==> config.mk <==
export PLATFORM = sky130hd
export DESIGN_NAME = centered_fir_row_filter
export DESIGN_NICKNAME = d
export VERILOG_FILES = /design/src/hdl/cfr_pkg.sv /design/src/hdl/cfr_cell.sv /design/src/hdl/cfr_mac.sv /design/src/hdl/centered_fir_row_filter.sv
export SDC_FILE = /design/constraint.sdc
export NUM_CORES = 2
export LEC_CHECK = 0
export BUFFER_PORTS_ARGS = -buffer_cell sky130_fd_sc_hd__buf_2
export CORE_MARGIN = 2
export CORE_UTILIZATION = 30
export DETAILED_ROUTE_END_ITERATION = 6
export HOLD_SLACK_MARGIN = 0.15
export PLACE_DENSITY = 0.55
export SETUP_SLACK_MARGIN = 0.15
export SLEW_MARGIN = 10
export SYNTH_ARGS = -nofsm -noshare
export SYNTH_HDL_FRONTEND = slang
export SYNTH_SLANG_ARGS = --single-unit
==> constraint.sdc <==
create_clock -name clk -period 16.35 [get_ports clk]
set_input_delay 1.635 -clock clk [delete_from_list [all_inputs] [get_ports clk]]
set_output_delay 1.635 -clock clk [all_outputs]
set_load 0.1 [all_outputs]
==> src/hdl/cfr_pkg.sv <==
// Shared types and constants of the centered row FIR filter.
// No dependencies; every other file of the block refers to this package by scoped names.
`timescale 1ns / 1ps

package cfr_pkg;

	localparam int SAMPLE_W   = 16;
	localparam int COEF_W     = 17;
	localparam int RADIUS_W   = 4;
	localparam int COEF_IDX_W = 5;
	localparam int FRAC_W     = 16;
	localparam int PROD_W     = SAMPLE_W + COEF_W;

	// Item opcodes.
	localparam logic OP_SAMPLE = 1'b0;
	localparam logic OP_LOAD   = 1'b1;

	// Controls broadcast to every cell of the chain.
	typedef struct packed {
		logic shift_win;   // a sample enters the delay line
		logic load_work;   // copy the new window and the coefficients into the work chains
		logic shift_work;  // the work sample chain moves one cell toward the tail
		logic adv_coef;    // the work coefficient chain moves one cell toward the head
	} cell_ctl_t;

	// Controls of the multiply-accumulate unit.
	typedef struct packed {
		logic clear;   // start a new sum
		logic mul_en;  // the head pair belongs to a used tap
		logic acc_en;  // add the registered product
	} mac_ctl_t;

endpackage

==> src/hdl/cfr_cell.sv <==
// One cell of the filter chain: a delay-line tap, a coefficient word and the work copies.
// Depends on cfr_pkg.
`timescale 1ns / 1ps

module cfr_cell (
	input  logic                          clk,
	input  logic                          arst_n,
	input  cfr_pkg::cell_ctl_t            ctl,
	input  logic                          coef_we,
	input  logic [cfr_pkg::COEF_W-1:0]    coef_in,
	input  logic [cfr_pkg::SAMPLE_W-1:0]  win_in,
	input  logic [cfr_pkg::SAMPLE_W-1:0]  x_in,
	input  logic [cfr_pkg::COEF_W-1:0]    p_in,
	output logic [cfr_pkg::SAMPLE_W-1:0]  win,
	output logic [cfr_pkg::SAMPLE_W-1:0]  x,
	output logic [cfr_pkg::COEF_W-1:0]    p
);

	logic [cfr_pkg::SAMPLE_W-1:0] win_q;
	logic [cfr_pkg::COEF_W-1:0]   coef_q;
	logic [cfr_pkg::SAMPLE_W-1:0] x_q;
	logic [cfr_pkg::COEF_W-1:0]   p_q;

	always_ff @(posedge clk or negedge arst_n) begin
		if (!arst_n) begin
			win_q  <= '0;
			coef_q <= '0;
		end else begin
			if (ctl.shift_win) begin
				win_q <= win_in;
			end
			if (coef_we) begin
				coef_q <= coef_in;
			end
		end
	end

	// The work copy takes the shifted window value, which is what win_q holds next.
	always_ff @(posedge clk) begin
		if (ctl.load_work) begin
			x_q <= win_in;
			p_q <= coef_q;
		end else if (ctl.shift_work) begin
			x_q <= x_in;
			if (ctl.adv_coef) begin
				p_q <= p_in;
			end
		end
	end

	assign win = win_q;
	assign x   = x_q;
	assign p   = p_q;

endmodule

==> src/hdl/cfr_mac.sv <==
// Multiply-accumulate unit at the head of the chain, with rounding and saturation.
// Depends on cfr_pkg.
`timescale 1ns / 1ps

module cfr_mac #(
	parameter int DEPTH = 31
) (
	input  logic                          clk,
	input  logic                          arst_n,
	input  cfr_pkg::mac_ctl_t             ctl,
	input  logic [cfr_pkg::SAMPLE_W-1:0]  x_head,
	input  logic [cfr_pkg::COEF_W-1:0]    p_head,
	output logic [cfr_pkg::SAMPLE_W-1:0]  result
);

	localparam int ACC_W = cfr_pkg::PROD_W + $clog2(DEPTH);

	logic [cfr_pkg::PROD_W-1:0] prod_s1;
	logic [ACC_W-1:0]           acc_q;
	logic [ACC_W:0]             rounded;
	logic [ACC_W-cfr_pkg::FRAC_W:0] scaled;

	always_ff @(posedge clk) begin
		if (ctl.mul_en) begin
			prod_s1 <= cfr_pkg::PROD_W'(x_head) * cfr_pkg::PROD_W'(p_head);
		end else begin
			prod_s1 <= '0;
		end
	end

	always_ff @(posedge clk or negedge arst_n) begin
		if (!arst_n) begin
			acc_q <= '0;
		end else if (ctl.clear) begin
			acc_q <= '0;
		end else if (ctl.acc_en) begin
			acc_q <= acc_q + ACC_W'(prod_s1);
		end
	end

	// Round half up, drop the fraction, clamp to the sample range.
	always_comb begin
		rounded = {1'b0, acc_q} + (ACC_W+1)'(1 << (cfr_pkg::FRAC_W - 1));
		scaled  = rounded[ACC_W:cfr_pkg::FRAC_W];
		if (scaled > (ACC_W-cfr_pkg::FRAC_W+1)'({cfr_pkg::SAMPLE_W{1'b1}})) begin
			result = '1;
		end else begin
			result = scaled[cfr_pkg::SAMPLE_W-1:0];
		end
	end

endmodule

==> src/hdl/centered_fir_row_filter.sv <==
// Centered odd-length FIR filter over image rows, built as a chain of cells.
// Depends on cfr_pkg, cfr_cell and cfr_mac.
`timescale 1ns / 1ps

// Usage:
// Items arrive on the input channel (in_valid / in_stall); a transfer happens on a clock edge
// with in_valid high and in_stall low. A load item writes one coefficient word into the cell
// that its index names; an index past the last cell is dropped. A sample item shifts the
// delay line. Once 2*radius+1 samples of the current row are held, the sample starts a pass
// that yields one result on the output channel (out_valid / out_stall).
// Load items and samples that give no result cause no input stall and can go back to back.
// A sample that gives a result stalls the input while the work chain walks all 2*MAX_RADIUS+1
// cells past the one multiply-accumulate unit at its head; then the drain state empties the
// product register into the sum, and the done state moves the rounded sum to the output register.
// A waiting result does not block the input: the next items are taken while it sits in the
// output register. If the receiver stalls long enough, the following result waits inside the
// block and the input stays stalled until the output register frees.
// The radius register is to be written through cfg_wr_en / cfg_wr_data only while the block
// is idle; the user must keep to this, as the block itself does not enforce it.
// Reset clears the delay line, the coefficients and the fill count and sets the radius to one.

module centered_fir_row_filter #(
	parameter int MAX_RADIUS = 15
) (
	input  logic                            clk,
	input  logic                            arst_n,
	input  logic                            cfg_wr_en,
	input  logic [cfr_pkg::RADIUS_W-1:0]    cfg_wr_data,
	input  logic                            in_valid,
	output logic                            in_stall,
	input  logic                            opcode,
	input  logic [cfr_pkg::SAMPLE_W-1:0]    sample,
	input  logic                            row_start,
	input  logic                            row_end,
	input  logic [cfr_pkg::COEF_IDX_W-1:0]  coef_index,
	input  logic [cfr_pkg::COEF_W-1:0]      coef_value,
	output logic                            out_valid,
	input  logic                            out_stall,
	output logic [cfr_pkg::SAMPLE_W-1:0]    filtered,
	output logic                            row_end_out
);

	localparam int DEPTH     = 2 * MAX_RADIUS + 1;
	localparam int CNT_W     = $clog2(DEPTH + 1);
	localparam int STEP_W    = $clog2(DEPTH);
	localparam int RC_W      = (CNT_W > cfr_pkg::RADIUS_W) ? CNT_W : cfr_pkg::RADIUS_W;
	localparam int IDX_EXT_W = (STEP_W > cfr_pkg::COEF_IDX_W) ? STEP_W : cfr_pkg::COEF_IDX_W;

	typedef enum logic [3:0] {
		S_IDLE  = 4'b0001,
		S_RUN   = 4'b0010,
		S_DRAIN = 4'b0100,
		S_DONE  = 4'b1000
	} state_t;

	state_t                         state_q, state_d;
	logic [cfr_pkg::RADIUS_W-1:0]   radius_q;
	logic [CNT_W-1:0]               fill_q;
	logic [STEP_W-1:0]              step_q;
	logic                           run_s1;
	logic                           row_end_q;
	logic                           out_valid_q;
	logic [cfr_pkg::SAMPLE_W-1:0]   filtered_q;
	logic                           row_end_out_q;

	logic                           in_xfer;
	logic                           load_xfer;
	logic                           smp_xfer;
	logic [RC_W-1:0]                rad_ext;
	logic [RC_W-1:0]                rad_cl;
	logic [CNT_W-1:0]               taps;
	logic [CNT_W-1:0]               lead;
	logic [CNT_W-1:0]               fill_base;
	logic [CNT_W-1:0]               fill_next;
	logic                           produce;
	logic                           last_step;
	logic                           in_phase;
	logic                           out_free;
	logic                           out_load;
	cfr_pkg::cell_ctl_t             cell_ctl;
	cfr_pkg::mac_ctl_t              mac_ctl;
	logic [cfr_pkg::SAMPLE_W-1:0]   result;

	logic [DEPTH-1:0]               coef_we;
	logic [cfr_pkg::SAMPLE_W-1:0]   win_chain [DEPTH];
	logic [cfr_pkg::SAMPLE_W-1:0]   x_chain   [DEPTH];
	logic [cfr_pkg::COEF_W-1:0]     p_chain   [DEPTH];

	// The input is taken only while no pass is under way.
	assign in_stall  = (state_q != S_IDLE);
	assign in_xfer   = in_valid && !in_stall;
	assign load_xfer = in_xfer && (opcode == cfr_pkg::OP_LOAD);
	assign smp_xfer  = in_xfer && (opcode == cfr_pkg::OP_SAMPLE);

	// Tap count from the radius, clamped to the size of the chain.
	always_comb begin
		rad_ext = RC_W'(radius_q);
		rad_cl  = (rad_ext > RC_W'(MAX_RADIUS)) ? RC_W'(MAX_RADIUS) : rad_ext;
		taps    = CNT_W'({rad_cl, 1'b1});
		lead    = CNT_W'(DEPTH) - taps;
	end

	// Fill count of the current row, saturating at the chain depth.
	always_comb begin
		fill_base = row_start ? '0 : fill_q;
		fill_next = (fill_base < CNT_W'(DEPTH)) ? fill_base + CNT_W'(1) : fill_base;
		produce   = (fill_next >= taps);
	end

	// During a pass the oldest sample leaves the tail of the work chain first. The first
	// DEPTH - taps steps carry ages beyond the window and add nothing; the rest pair the
	// tail sample with the coefficient at the head, tap zero first.
	assign last_step = (step_q == STEP_W'(DEPTH - 1));
	assign in_phase  = (CNT_W'(step_q) >= lead);

	always_comb begin
		cell_ctl.shift_win  = smp_xfer;
		cell_ctl.load_work  = smp_xfer && produce;
		cell_ctl.shift_work = (state_q == S_RUN);
		cell_ctl.adv_coef   = (state_q == S_RUN) && in_phase;
		mac_ctl.clear       = smp_xfer && produce;
		mac_ctl.mul_en      = (state_q == S_RUN) && in_phase;
		mac_ctl.acc_en      = run_s1;
	end

	assign out_free = !out_valid_q || !out_stall;
	assign out_load = (state_q == S_DONE) && out_free;

	always_comb begin
		state_d = state_q;
		case (state_q)
			S_IDLE: begin
				if (smp_xfer && produce) begin
					state_d = S_RUN;
				end
			end
			S_RUN: begin
				if (last_step) begin
					state_d = S_DRAIN;
				end
			end
			S_DRAIN: begin
				state_d = S_DONE;
			end
			S_DONE: begin
				if (out_free) begin
					state_d = S_IDLE;
				end
			end
			default: begin
				state_d = S_IDLE;
			end
		endcase
	end

	always_ff @(posedge clk or negedge arst_n) begin
		if (!arst_n) begin
			state_q     <= S_IDLE;
			radius_q    <= cfr_pkg::RADIUS_W'(1);
			fill_q      <= '0;
			step_q      <= '0;
			run_s1      <= 1'b0;
			out_valid_q <= 1'b0;
		end else begin
			state_q <= state_d;
			run_s1  <= (state_q == S_RUN);
			if (cfg_wr_en) begin
				radius_q <= cfg_wr_data;
			end
			if (smp_xfer) begin
				fill_q <= fill_next;
			end
			if (state_q == S_RUN) begin
				step_q <= last_step ? '0 : step_q + STEP_W'(1);
			end else begin
				step_q <= '0;
			end
			if (out_load) begin
				out_valid_q <= 1'b1;
			end else if (!out_stall) begin
				out_valid_q <= 1'b0;
			end
		end
	end

	// Payload registers.
	always_ff @(posedge clk) begin
		if (smp_xfer) begin
			row_end_q <= row_end;
		end
		if (out_load) begin
			filtered_q    <= result;
			row_end_out_q <= row_end_q;
		end
	end

	// The chain: the delay line and the work samples move toward the tail, the work
	// coefficients toward the head.
	for (genvar k = 0; k < DEPTH; k++) begin : g_cell
		logic [cfr_pkg::SAMPLE_W-1:0] win_in;
		logic [cfr_pkg::SAMPLE_W-1:0] x_in;
		logic [cfr_pkg::COEF_W-1:0]   p_in;

		assign coef_we[k] = load_xfer &&
			(IDX_EXT_W'(coef_index) == IDX_EXT_W'(k));

		if (k == 0) begin : g_head
			assign win_in = sample;
			assign x_in   = '0;
		end else begin : g_body
			assign win_in = win_chain[k-1];
			assign x_in   = x_chain[k-1];
		end

		if (k == DEPTH - 1) begin : g_tail
			assign p_in = '0;
		end else begin : g_inner
			assign p_in = p_chain[k+1];
		end

		cfr_cell u_cell (
			.clk     (clk),
			.arst_n  (arst_n),
			.ctl     (cell_ctl),
			.coef_we (coef_we[k]),
			.coef_in (coef_value),
			.win_in  (win_in),
			.x_in    (x_in),
			.p_in    (p_in),
			.win     (win_chain[k]),
			.x       (x_chain[k]),
			.p       (p_chain[k])
		);
	end

	cfr_mac #(
		.DEPTH (DEPTH)
	) u_mac (
		.clk    (clk),
		.arst_n (arst_n),
		.ctl    (mac_ctl),
		.x_head (x_chain[DEPTH-1]),
		.p_head (p_chain[0]),
		.result (result)
	);

	assign out_valid   = out_valid_q;
	assign filtered    = filtered_q;
	assign row_end_out = row_end_out_q;

	// A result appears only when a finished pass hands it over.
	a_out_from_done: assert property (@(posedge clk) disable iff (!arst_n)
		$rose(out_valid_q) |-> $past(state_q == S_DONE))
		else $error("result shown without a finished pass");

	// A sample that completes the window starts a pass.
	a_pass_start: assert property (@(posedge clk) disable iff (!arst_n)
		(smp_xfer && produce) |=> (state_q == S_RUN))
		else $error("full window did not start a pass");

	// The drain cycle adds the last product and is followed by the hand-over.
	a_drain: assert property (@(posedge clk) disable iff (!arst_n)
		(state_q == S_DRAIN) |-> run_s1 ##1 (state_q == S_DONE))
		else $error("drain out of sequence");

	// The fill count never passes the chain depth.
	a_fill_bound: assert property (@(posedge clk) disable iff (!arst_n)
		fill_q <= CNT_W'(DEPTH))
		else $error("fill count beyond depth");

	// A pass leaves the run state only after walking every cell.
	a_run_len: assert property (@(posedge clk) disable iff (!arst_n)
		((state_q == S_RUN) && !last_step) |=> (state_q == S_RUN))
		else $error("pass ended early");

endmodule

* After elaboration in Yosys (flattened, before gate mapping)
Index checks and enable logic that the tools add are counted.
Cells by class: reduce and logical (&&, ||, !) cells 47, multipliers 1, equality and inequality tests 40, add/sub/neg operators 5, bitwise operators 1, $lt $le $gt $ge 4, multiplexer cells 167
Operator list (number):
- two-way mux 17 bit | 93
- two-way mux 16 bit | 62
- equality test 5 bit (second input constant) | 16
- two-way mux 38 bit | 2
- equality test 5 x 4 -> 1 bit (second input constant) | 8
- adder 38 x 16 -> 39 bit (second input constant) | 1
- adder 38 x 33 -> 38 bit | 1
- logical AND 1 bit | 37
- multiplier 16 x 17 -> 33 bit | 1
- > comparator 23 x 16 -> 1 bit (second input constant) | 1
- equality test 5 x 3 -> 1 bit (second input constant) | 4
- two-way mux 5 bit | 4
- one-hot mux 4 bit (4 select lines) | 1
- two-way mux 4 bit | 3
- adder 5 x 1 -> 5 bit (second input constant) | 2
- equality test 5 x 2 -> 1 bit (second input constant) | 2
- greater-or-equal comparator 5 bit | 2
- != test 2 bit (second input constant) | 3
- nonzero test 2 bit | 3
- equality test 5 x 1 -> 1 bit (second input constant) | 1
- logical NOT 5 bit | 1
- < comparator 5 bit (second input constant) | 1
- subtractor 5 bit (first input constant) | 1
- equality test 4 x 1 -> 1 bit (second input constant) | 1
- other kinds (11) | 14
Word-level totals: register bits after elaboration 2139

* Depth between registers and ports, before layout
depth in word-level cells 7, depth in mapped cells 25, depth with buffers taken out 22

* Modules after synthesis
From an unflattened synthesis, not the netlist that was laid out.
Unflattened totals: cells, all modules 6173, area total of the unflattened synthesis 104494.0 µm²
By module, submodules not included:
- cfr_cell | area an instance 2865.2 µm², instances 31, cells an instance 142
- cfr_mac | area an instance 13748.2 µm², instances 1, cells an instance 1588
- centered_fir_row_filter | area an instance 1923.1 µm², instances 1, cells an instance 183

* Worst setup path after synthesis
No wires, ideal clock.
path kind input-to-reg, start point in row_start, end point reg g_cell[0].u_cell.p_q, in the netlist g_cell[0].u_cell.p[0] (enable), setup time 3.763 ns, stages 13, arrival 12.086 ns, path slack 0.501 ns, cell sequence nor2b_4 > ha_1 > or2_2 > ha_1 > a21boi_1 > o21ai_1 > nand2b_1 > a21o_1 > a21o_1 > nand2_1 > buf_2 > buf_2 > nand2_1
On the way: longest elaborated chain between the ends 7
Ends and longest elaborated chain:
- start: declaration | RTL line centered_fir_row_filter.sv:33 | input logic row_start,
- two-way mux 5 bit (*) | RTL line centered_fir_row_filter.sv:105 | fill_base = row_start ? '0 : fill_q;
- adder 5 x 1 -> 5 bit / < comparator 5 bit (equally long branches) | RTL line centered_fir_row_filter.sv:106 | fill_next = (fill_base < CNT_W'(DEPTH)) ? fill_base + CNT_W'(1) : fill_base;
- two-way mux 5 bit (*) | RTL line centered_fir_row_filter.sv:106
- named net fill_next[1] | RTL line centered_fir_row_filter.sv:74 | logic [CNT_W-1:0] fill_next;
- greater-or-equal comparator 5 bit (*) | RTL line centered_fir_row_filter.sv:107 | produce = (fill_next >= taps);
- logical AND 1 bit (*) | RTL line centered_fir_row_filter.sv:118 | cell_ctl.load_work = smp_xfer && produce;
- nonzero test 2 bit (no source line)
- AND reduction 2 bit (no source line) (*)
- end signal: assignment | RTL line cfr_cell.sv:42 | p_q <= coef_q;
- end signal: assignment | RTL line cfr_cell.sv:46 | p_q <= p_in;
- end: declaration | RTL line cfr_cell.sv:22 | logic [cfr_pkg::COEF_W-1:0] p_q;
The timed path passes the listed nets; every way through them passes the cells marked *. A chain may end at the register's enable or synchronous reset.

* Final worst setup path
start point in row_start, end point reg g_cell[27].u_cell.p_q, in the netlist g_cell[27].u_cell.p[15], data pin
On the way: longest elaborated chain between the ends 6
Ends and longest elaborated chain:
- two-way mux 5 bit (*) | RTL line centered_fir_row_filter.sv:105
- adder 5 x 1 -> 5 bit / < comparator 5 bit (equally long branches) | RTL line centered_fir_row_filter.sv:106
- two-way mux 5 bit (*) | RTL line centered_fir_row_filter.sv:106
- named net fill_next[1] | RTL line centered_fir_row_filter.sv:74
- greater-or-equal comparator 5 bit (*) | RTL line centered_fir_row_filter.sv:107
- logical AND 1 bit (*) | RTL line centered_fir_row_filter.sv:118
- two-way mux 17 bit (*) | RTL line cfr_cell.sv:40 | if (ctl.load_work) begin
- end signal: assignment | RTL line cfr_cell.sv:42
- end signal: assignment | RTL line cfr_cell.sv:46
- end: declaration | RTL line cfr_cell.sv:22
Marks and branches as above.

==> run metrics <==
Clock Power Share=about a third; type of the worst setup path=in2reg; via count of the first global-routing pass=approximately 64000; cell count after synthesis=~9200; vias after detailed routing=60939; Gate power share=23.5%; number of H-tree levels=4; final routed wire length divided by cell count=15.04 µm; Setup Skew=0.04344 ns; floorplan core area=0.3209 mm²; worst min-delay path class=reg2reg; MaxCap Viol Count=0; async set or reset register ratio after synthesis=49.79%; P_int=roughly 0.011 W; max frequency=0.1238 GHz; Detail Route Antenna Nets=0; total power=0.01526 W; setup slack of the most critical reg-to-reg path=8.73 ns; number of standard-cell rows in the floorplan=208; wire length of the first global-routing pass=341000 µm; RSZ-0062 raised after global routing=no; endpoint of the lowest-slack register-to-register path=g_cell[27].u_cell.p[15]; commonest cells after routing, fill and taps aside=sky130_fd_sc_hd__nand2_1 (4633), sky130_fd_sc_hd__dfrtp_1 (1063), sky130_fd_sc_hd__edfxtp_1 (1041); cell type of the slowest stage on the worst timing path=sky130_fd_sc_hd__buf_4; nets@finish=between 9000 and 10000; total grt overflow=0; share of the cycle needed by the critical path after routing=49.40%; top post-synthesis cells by area=sky130_fd_sc_hd__edfxtp_1 (32%), sky130_fd_sc_hd__dfrtp_1 (28%), sky130_fd_sc_hd__nand2_1 (18%); remaining max-slew budget at the tightest pin=14.56%; outcome=finished clean; number of I/O pins=69; detailed-route DRC error count=0; pin slew with the least headroom to its limit=1.280 ns; routability cong.=slightly below 0.8; CTS sink count=~2100; count of final setup violators=0; Fin Setup TNS=0 ns; Die Span X=571.7 µm; startpoint of the most critical hold path=row_end_q; Total Die Area=0.3269 mm²; post-cts repair resize count=0; buffers inserted during post-CTS setup optimization=0; pin count of the biggest net entering global routing=between 150 and 200; Worst path max stage delay=0.87 ns; reported net switching power=0.004606 W; synthesized cell area=0.09669 mm²; effective utilization at floorplan=30.13%; placed cell count=~13000; maximum resistive drop on vdd=0.2326 mV; ratio of total power to cell area=142.1 mW/mm²; final hold viol count=0; number of different library cells in the post-synthesis netlist=85; clock insertion delay at the later pin of the skew report=0.87 ns; Yosys Warn Count=0; Worst Reg-to-Reg Cells=17; CTS clock-pin slew for the worst setup and hold paths=approximately 0.070 ns; Max Slew Vio Count=0; cell chain of the critical path=buf_2, nor2b_1, ha_1, or2_2, ha_1, a21boi_1, o21ai_1, nand2b_1, a21o_1, a21o_1, nand2_4, buf_4, buf_12, buf_4, buf_4, buf_4, nand2_1, nand2_1; antenna violations before repair=5; net count after synthesis=between 9000 and 10000; fraction of the yosys area taken by sequential cells=60.58%; fraction of final layout cells with drive strength greater than 1=11.18%; root buffer cell=sky130_fd_sc_hd__clkbuf_16; Post-synth top flop=sky130_fd_sc_hd__dfrtp_1; post-synth top area share=between 30% and 40%; GRT Util Overall=12.53%; CTS tree=yes; Required @ worst endpoint=between 15 and 20 ns; register bit total from synthesis=2139; Bufs on Longest Clock Path=4; Iter 0 DRT Violations=roughly 3900; Detail Placement HPWL=116900 µm; fraction of power consumed by sequential logic=a little over two fifths; first-pass iteration count of the detailed router=5; Critical Path Fanout Max=approximately 160; final period demand of the worst path=8.076 ns; Critical R2R Launch=fill_q[2]; switching power as a share of total power=a little under a third; Crit path arrival time=8.79 ns; kind of start point of the critical path=input pin; Worst Hold Endpoint=row_end_out; total routed wirelength=203400 µm; most frequent CP cell=sky130_fd_sc_hd__buf_4; routed vias/inst=roughly 4.5; count of port buffers added during placement=68; leading cell type in the layout, fill and taps excluded=sky130_fd_sc_hd__nand2_1; leakage=approximately 49 nW; hold-critical path depth=0; number of buffers created by CTS=approximately 220; Synth-to-Final Area Change=11.09%; die height=571.7 µm; Final Instance Count excl. Fillers=13526; number of enable flip-flop cells after synthesis=1041; CP Capture Type=register; cell accounting for the most synthesized area=sky130_fd_sc_hd__edfxtp_1; mean area per synthesized cell=10.54 µm²; hold buffer count at CTS=0
-- power by group through the flow --
stage	logic, W	registers (W)	clock network, W
global route	0.00412	0.00677	0.00533
global placement	0.00357	0.00678	0
finish	0.00359	0.00669	0.00497
CTS	0.00366	0.00670	0.00512
floorplan	0.00284	0.00679	0
detailed placement	0.00364	0.00680	0
-- routing by layer --
layer  up-vias  GRT usage (%)  part of all wire, %  routed length (µm)
met3       310          1.446                  3.0                6106
met4         0          3.027                  2.0                4158
li1      29112              -                    -                   -
met1     30716          15.91                   44               89990
met5         -              0                    0                   0
met2       801          22.60                   51              103200
-- worst max-delay path by stage --
stage / slack [ns] / end / cells after the start / start
after global placement: 7.39 / g_cell[20].u_cell.p[9] / 18 / row_start
final: 8.27 / g_cell[27].u_cell.p[15] / 18 / row_start
after detailed placement: 7.29 / g_cell[27].u_cell.p[15] / 18 / row_start
after CTS: 8.18 / g_cell[27].u_cell.p[15] / 18 / row_start
after floorplan: 0.50 / g_cell[0].u_cell.p[0] / 13 / row_start
after global routing: 7.73 / g_cell[24].u_cell.p[8] / 18 / row_start
-- worst max-delay path: cells and delay by family --
family | cells | cell delay [ns]
buffers and inverters | 6 | 3.84
adders and majority gates | 2 | 0.51
and+or+nand+nor | 6 | 1.54
AOI/OAI and AO/OA | 4 | 0.83
-- registers in the layout, indices dropped and copies added (netlist names) --
| name | flops |
|---|---|
| g_cell.u_cell.coef_q | 527 |
| g_cell.u_cell.p | 527 |
| g_cell.u_cell.x | 496 |
| g_cell.u_cell.win | 480 |
| u_mac.acc_q | 38 |
| u_mac.prod_s1 | 33 |
| filtered | 16 |
| fill_q | 5 |
| step_q | 5 |
| radius_q | 4 |
| state_q | 4 |
| out_valid | 1 |
| row_end_out | 1 |
| row_end_q | 1 |
| run_s1 | 1 |
-- kinds of logic (layout without fill, tap and decap cells) --
kind of cell | after synthesis | count (layout) | synth area share [%]
AOI/OAI and AO/OA | 239 | 239 | 1.618
xor gates and xnor gates | 74 | 74 | 0.6703
adders and majority gates | 359 | 359 | 6.268
buffers and inverters | 747 | 796 | 3.930
DFF | 2139 | 2139 | 60.58
muxes | 546 | 546 | 6.337
other | 0 | 1 | 0
and+or+nand+nor | 5067 | 5067 | 20.60
-- Yosys cell counts, types with 4 or more instances --
cell type / instances
sky130_fd_sc_hd__nor3b_1: 4
sky130_fd_sc_hd__o21ai_0: 35
sky130_fd_sc_hd__mux2i_1: 17
sky130_fd_sc_hd__nand3_1: 27
sky130_fd_sc_hd__nor2_4: 8
sky130_fd_sc_hd__and2_1: 150
sky130_fd_sc_hd__o21bai_1: 11
sky130_fd_sc_hd__nand2_1: 4635
sky130_fd_sc_hd__or3_1: 5
sky130_fd_sc_hd__a211oi_1: 11
sky130_fd_sc_hd__a31oi_1: 11
sky130_fd_sc_hd__o21a_1: 9
sky130_fd_sc_hd__nand4_1: 18
sky130_fd_sc_hd__nand3b_1: 5
sky130_fd_sc_hd__mux2_2: 520
sky130_fd_sc_hd__xor2_1: 35
sky130_fd_sc_hd__inv_1: 264
sky130_fd_sc_hd__edfxtp_1: 1041
sky130_fd_sc_hd__nor3_1: 12
sky130_fd_sc_hd__mux2_1: 9
sky130_fd_sc_hd__buf_6: 95
sky130_fd_sc_hd__nor2_1: 106
sky130_fd_sc_hd__o21ai_1: 7
sky130_fd_sc_hd__a21o_1: 38
sky130_fd_sc_hd__nor2_2: 21
sky130_fd_sc_hd__a21oi_1: 74
sky130_fd_sc_hd__fa_1: 209
sky130_fd_sc_hd__buf_2: 184
sky130_fd_sc_hd__nand2b_1: 12
sky130_fd_sc_hd__dfrtp_1: 1063
sky130_fd_sc_hd__buf_1: 7
sky130_fd_sc_hd__xnor2_1: 39
sky130_fd_sc_hd__clkbuf_1: 182
sky130_fd_sc_hd__buf_4: 14
sky130_fd_sc_hd__nor2b_1: 25
sky130_fd_sc_hd__dfxtp_1: 33
sky130_fd_sc_hd__ha_1: 150
sky130_fd_sc_hd__and3_1: 15
-- through the flow --
| step | cell area (µm²) | utilization (%) | worst slack [ns] | hold WS (ns) |
|---|---|---|---|---|
| 4_1_cts | 107400 | 33.46 | 8.183 | 0.4203 |
| 3_3_place_gp | 100200 | 31.24 | 7.392 | 0.4050 |
| 5_1_grt | 107400 | 33.47 | 7.729 | 0.4448 |
| 3_5_place_dp | 100300 | 31.24 | 7.286 | 0.4054 |
| 2_1_floorplan | 96690 | - | 0.5007 | 0.4003 |
| 6_report | 107400 | 33.47 | 8.274 | 0.4208 |
-- cell type report --
cell class / count / area (µm²)
flip-flops and latches: 2139 / 58570
well taps: 4305 / 5386
inverters: 265 / 1002
fillers: 32185 / 213500
diodes: 1 / 2.502
multi-input cells: 6285 / 34380
repair buffers: 132 / 930.9
clock buffers: 338 / 6424
clock inverters: 61 / 709.4
No activity file was read; power rests on OpenSTA's default activity.
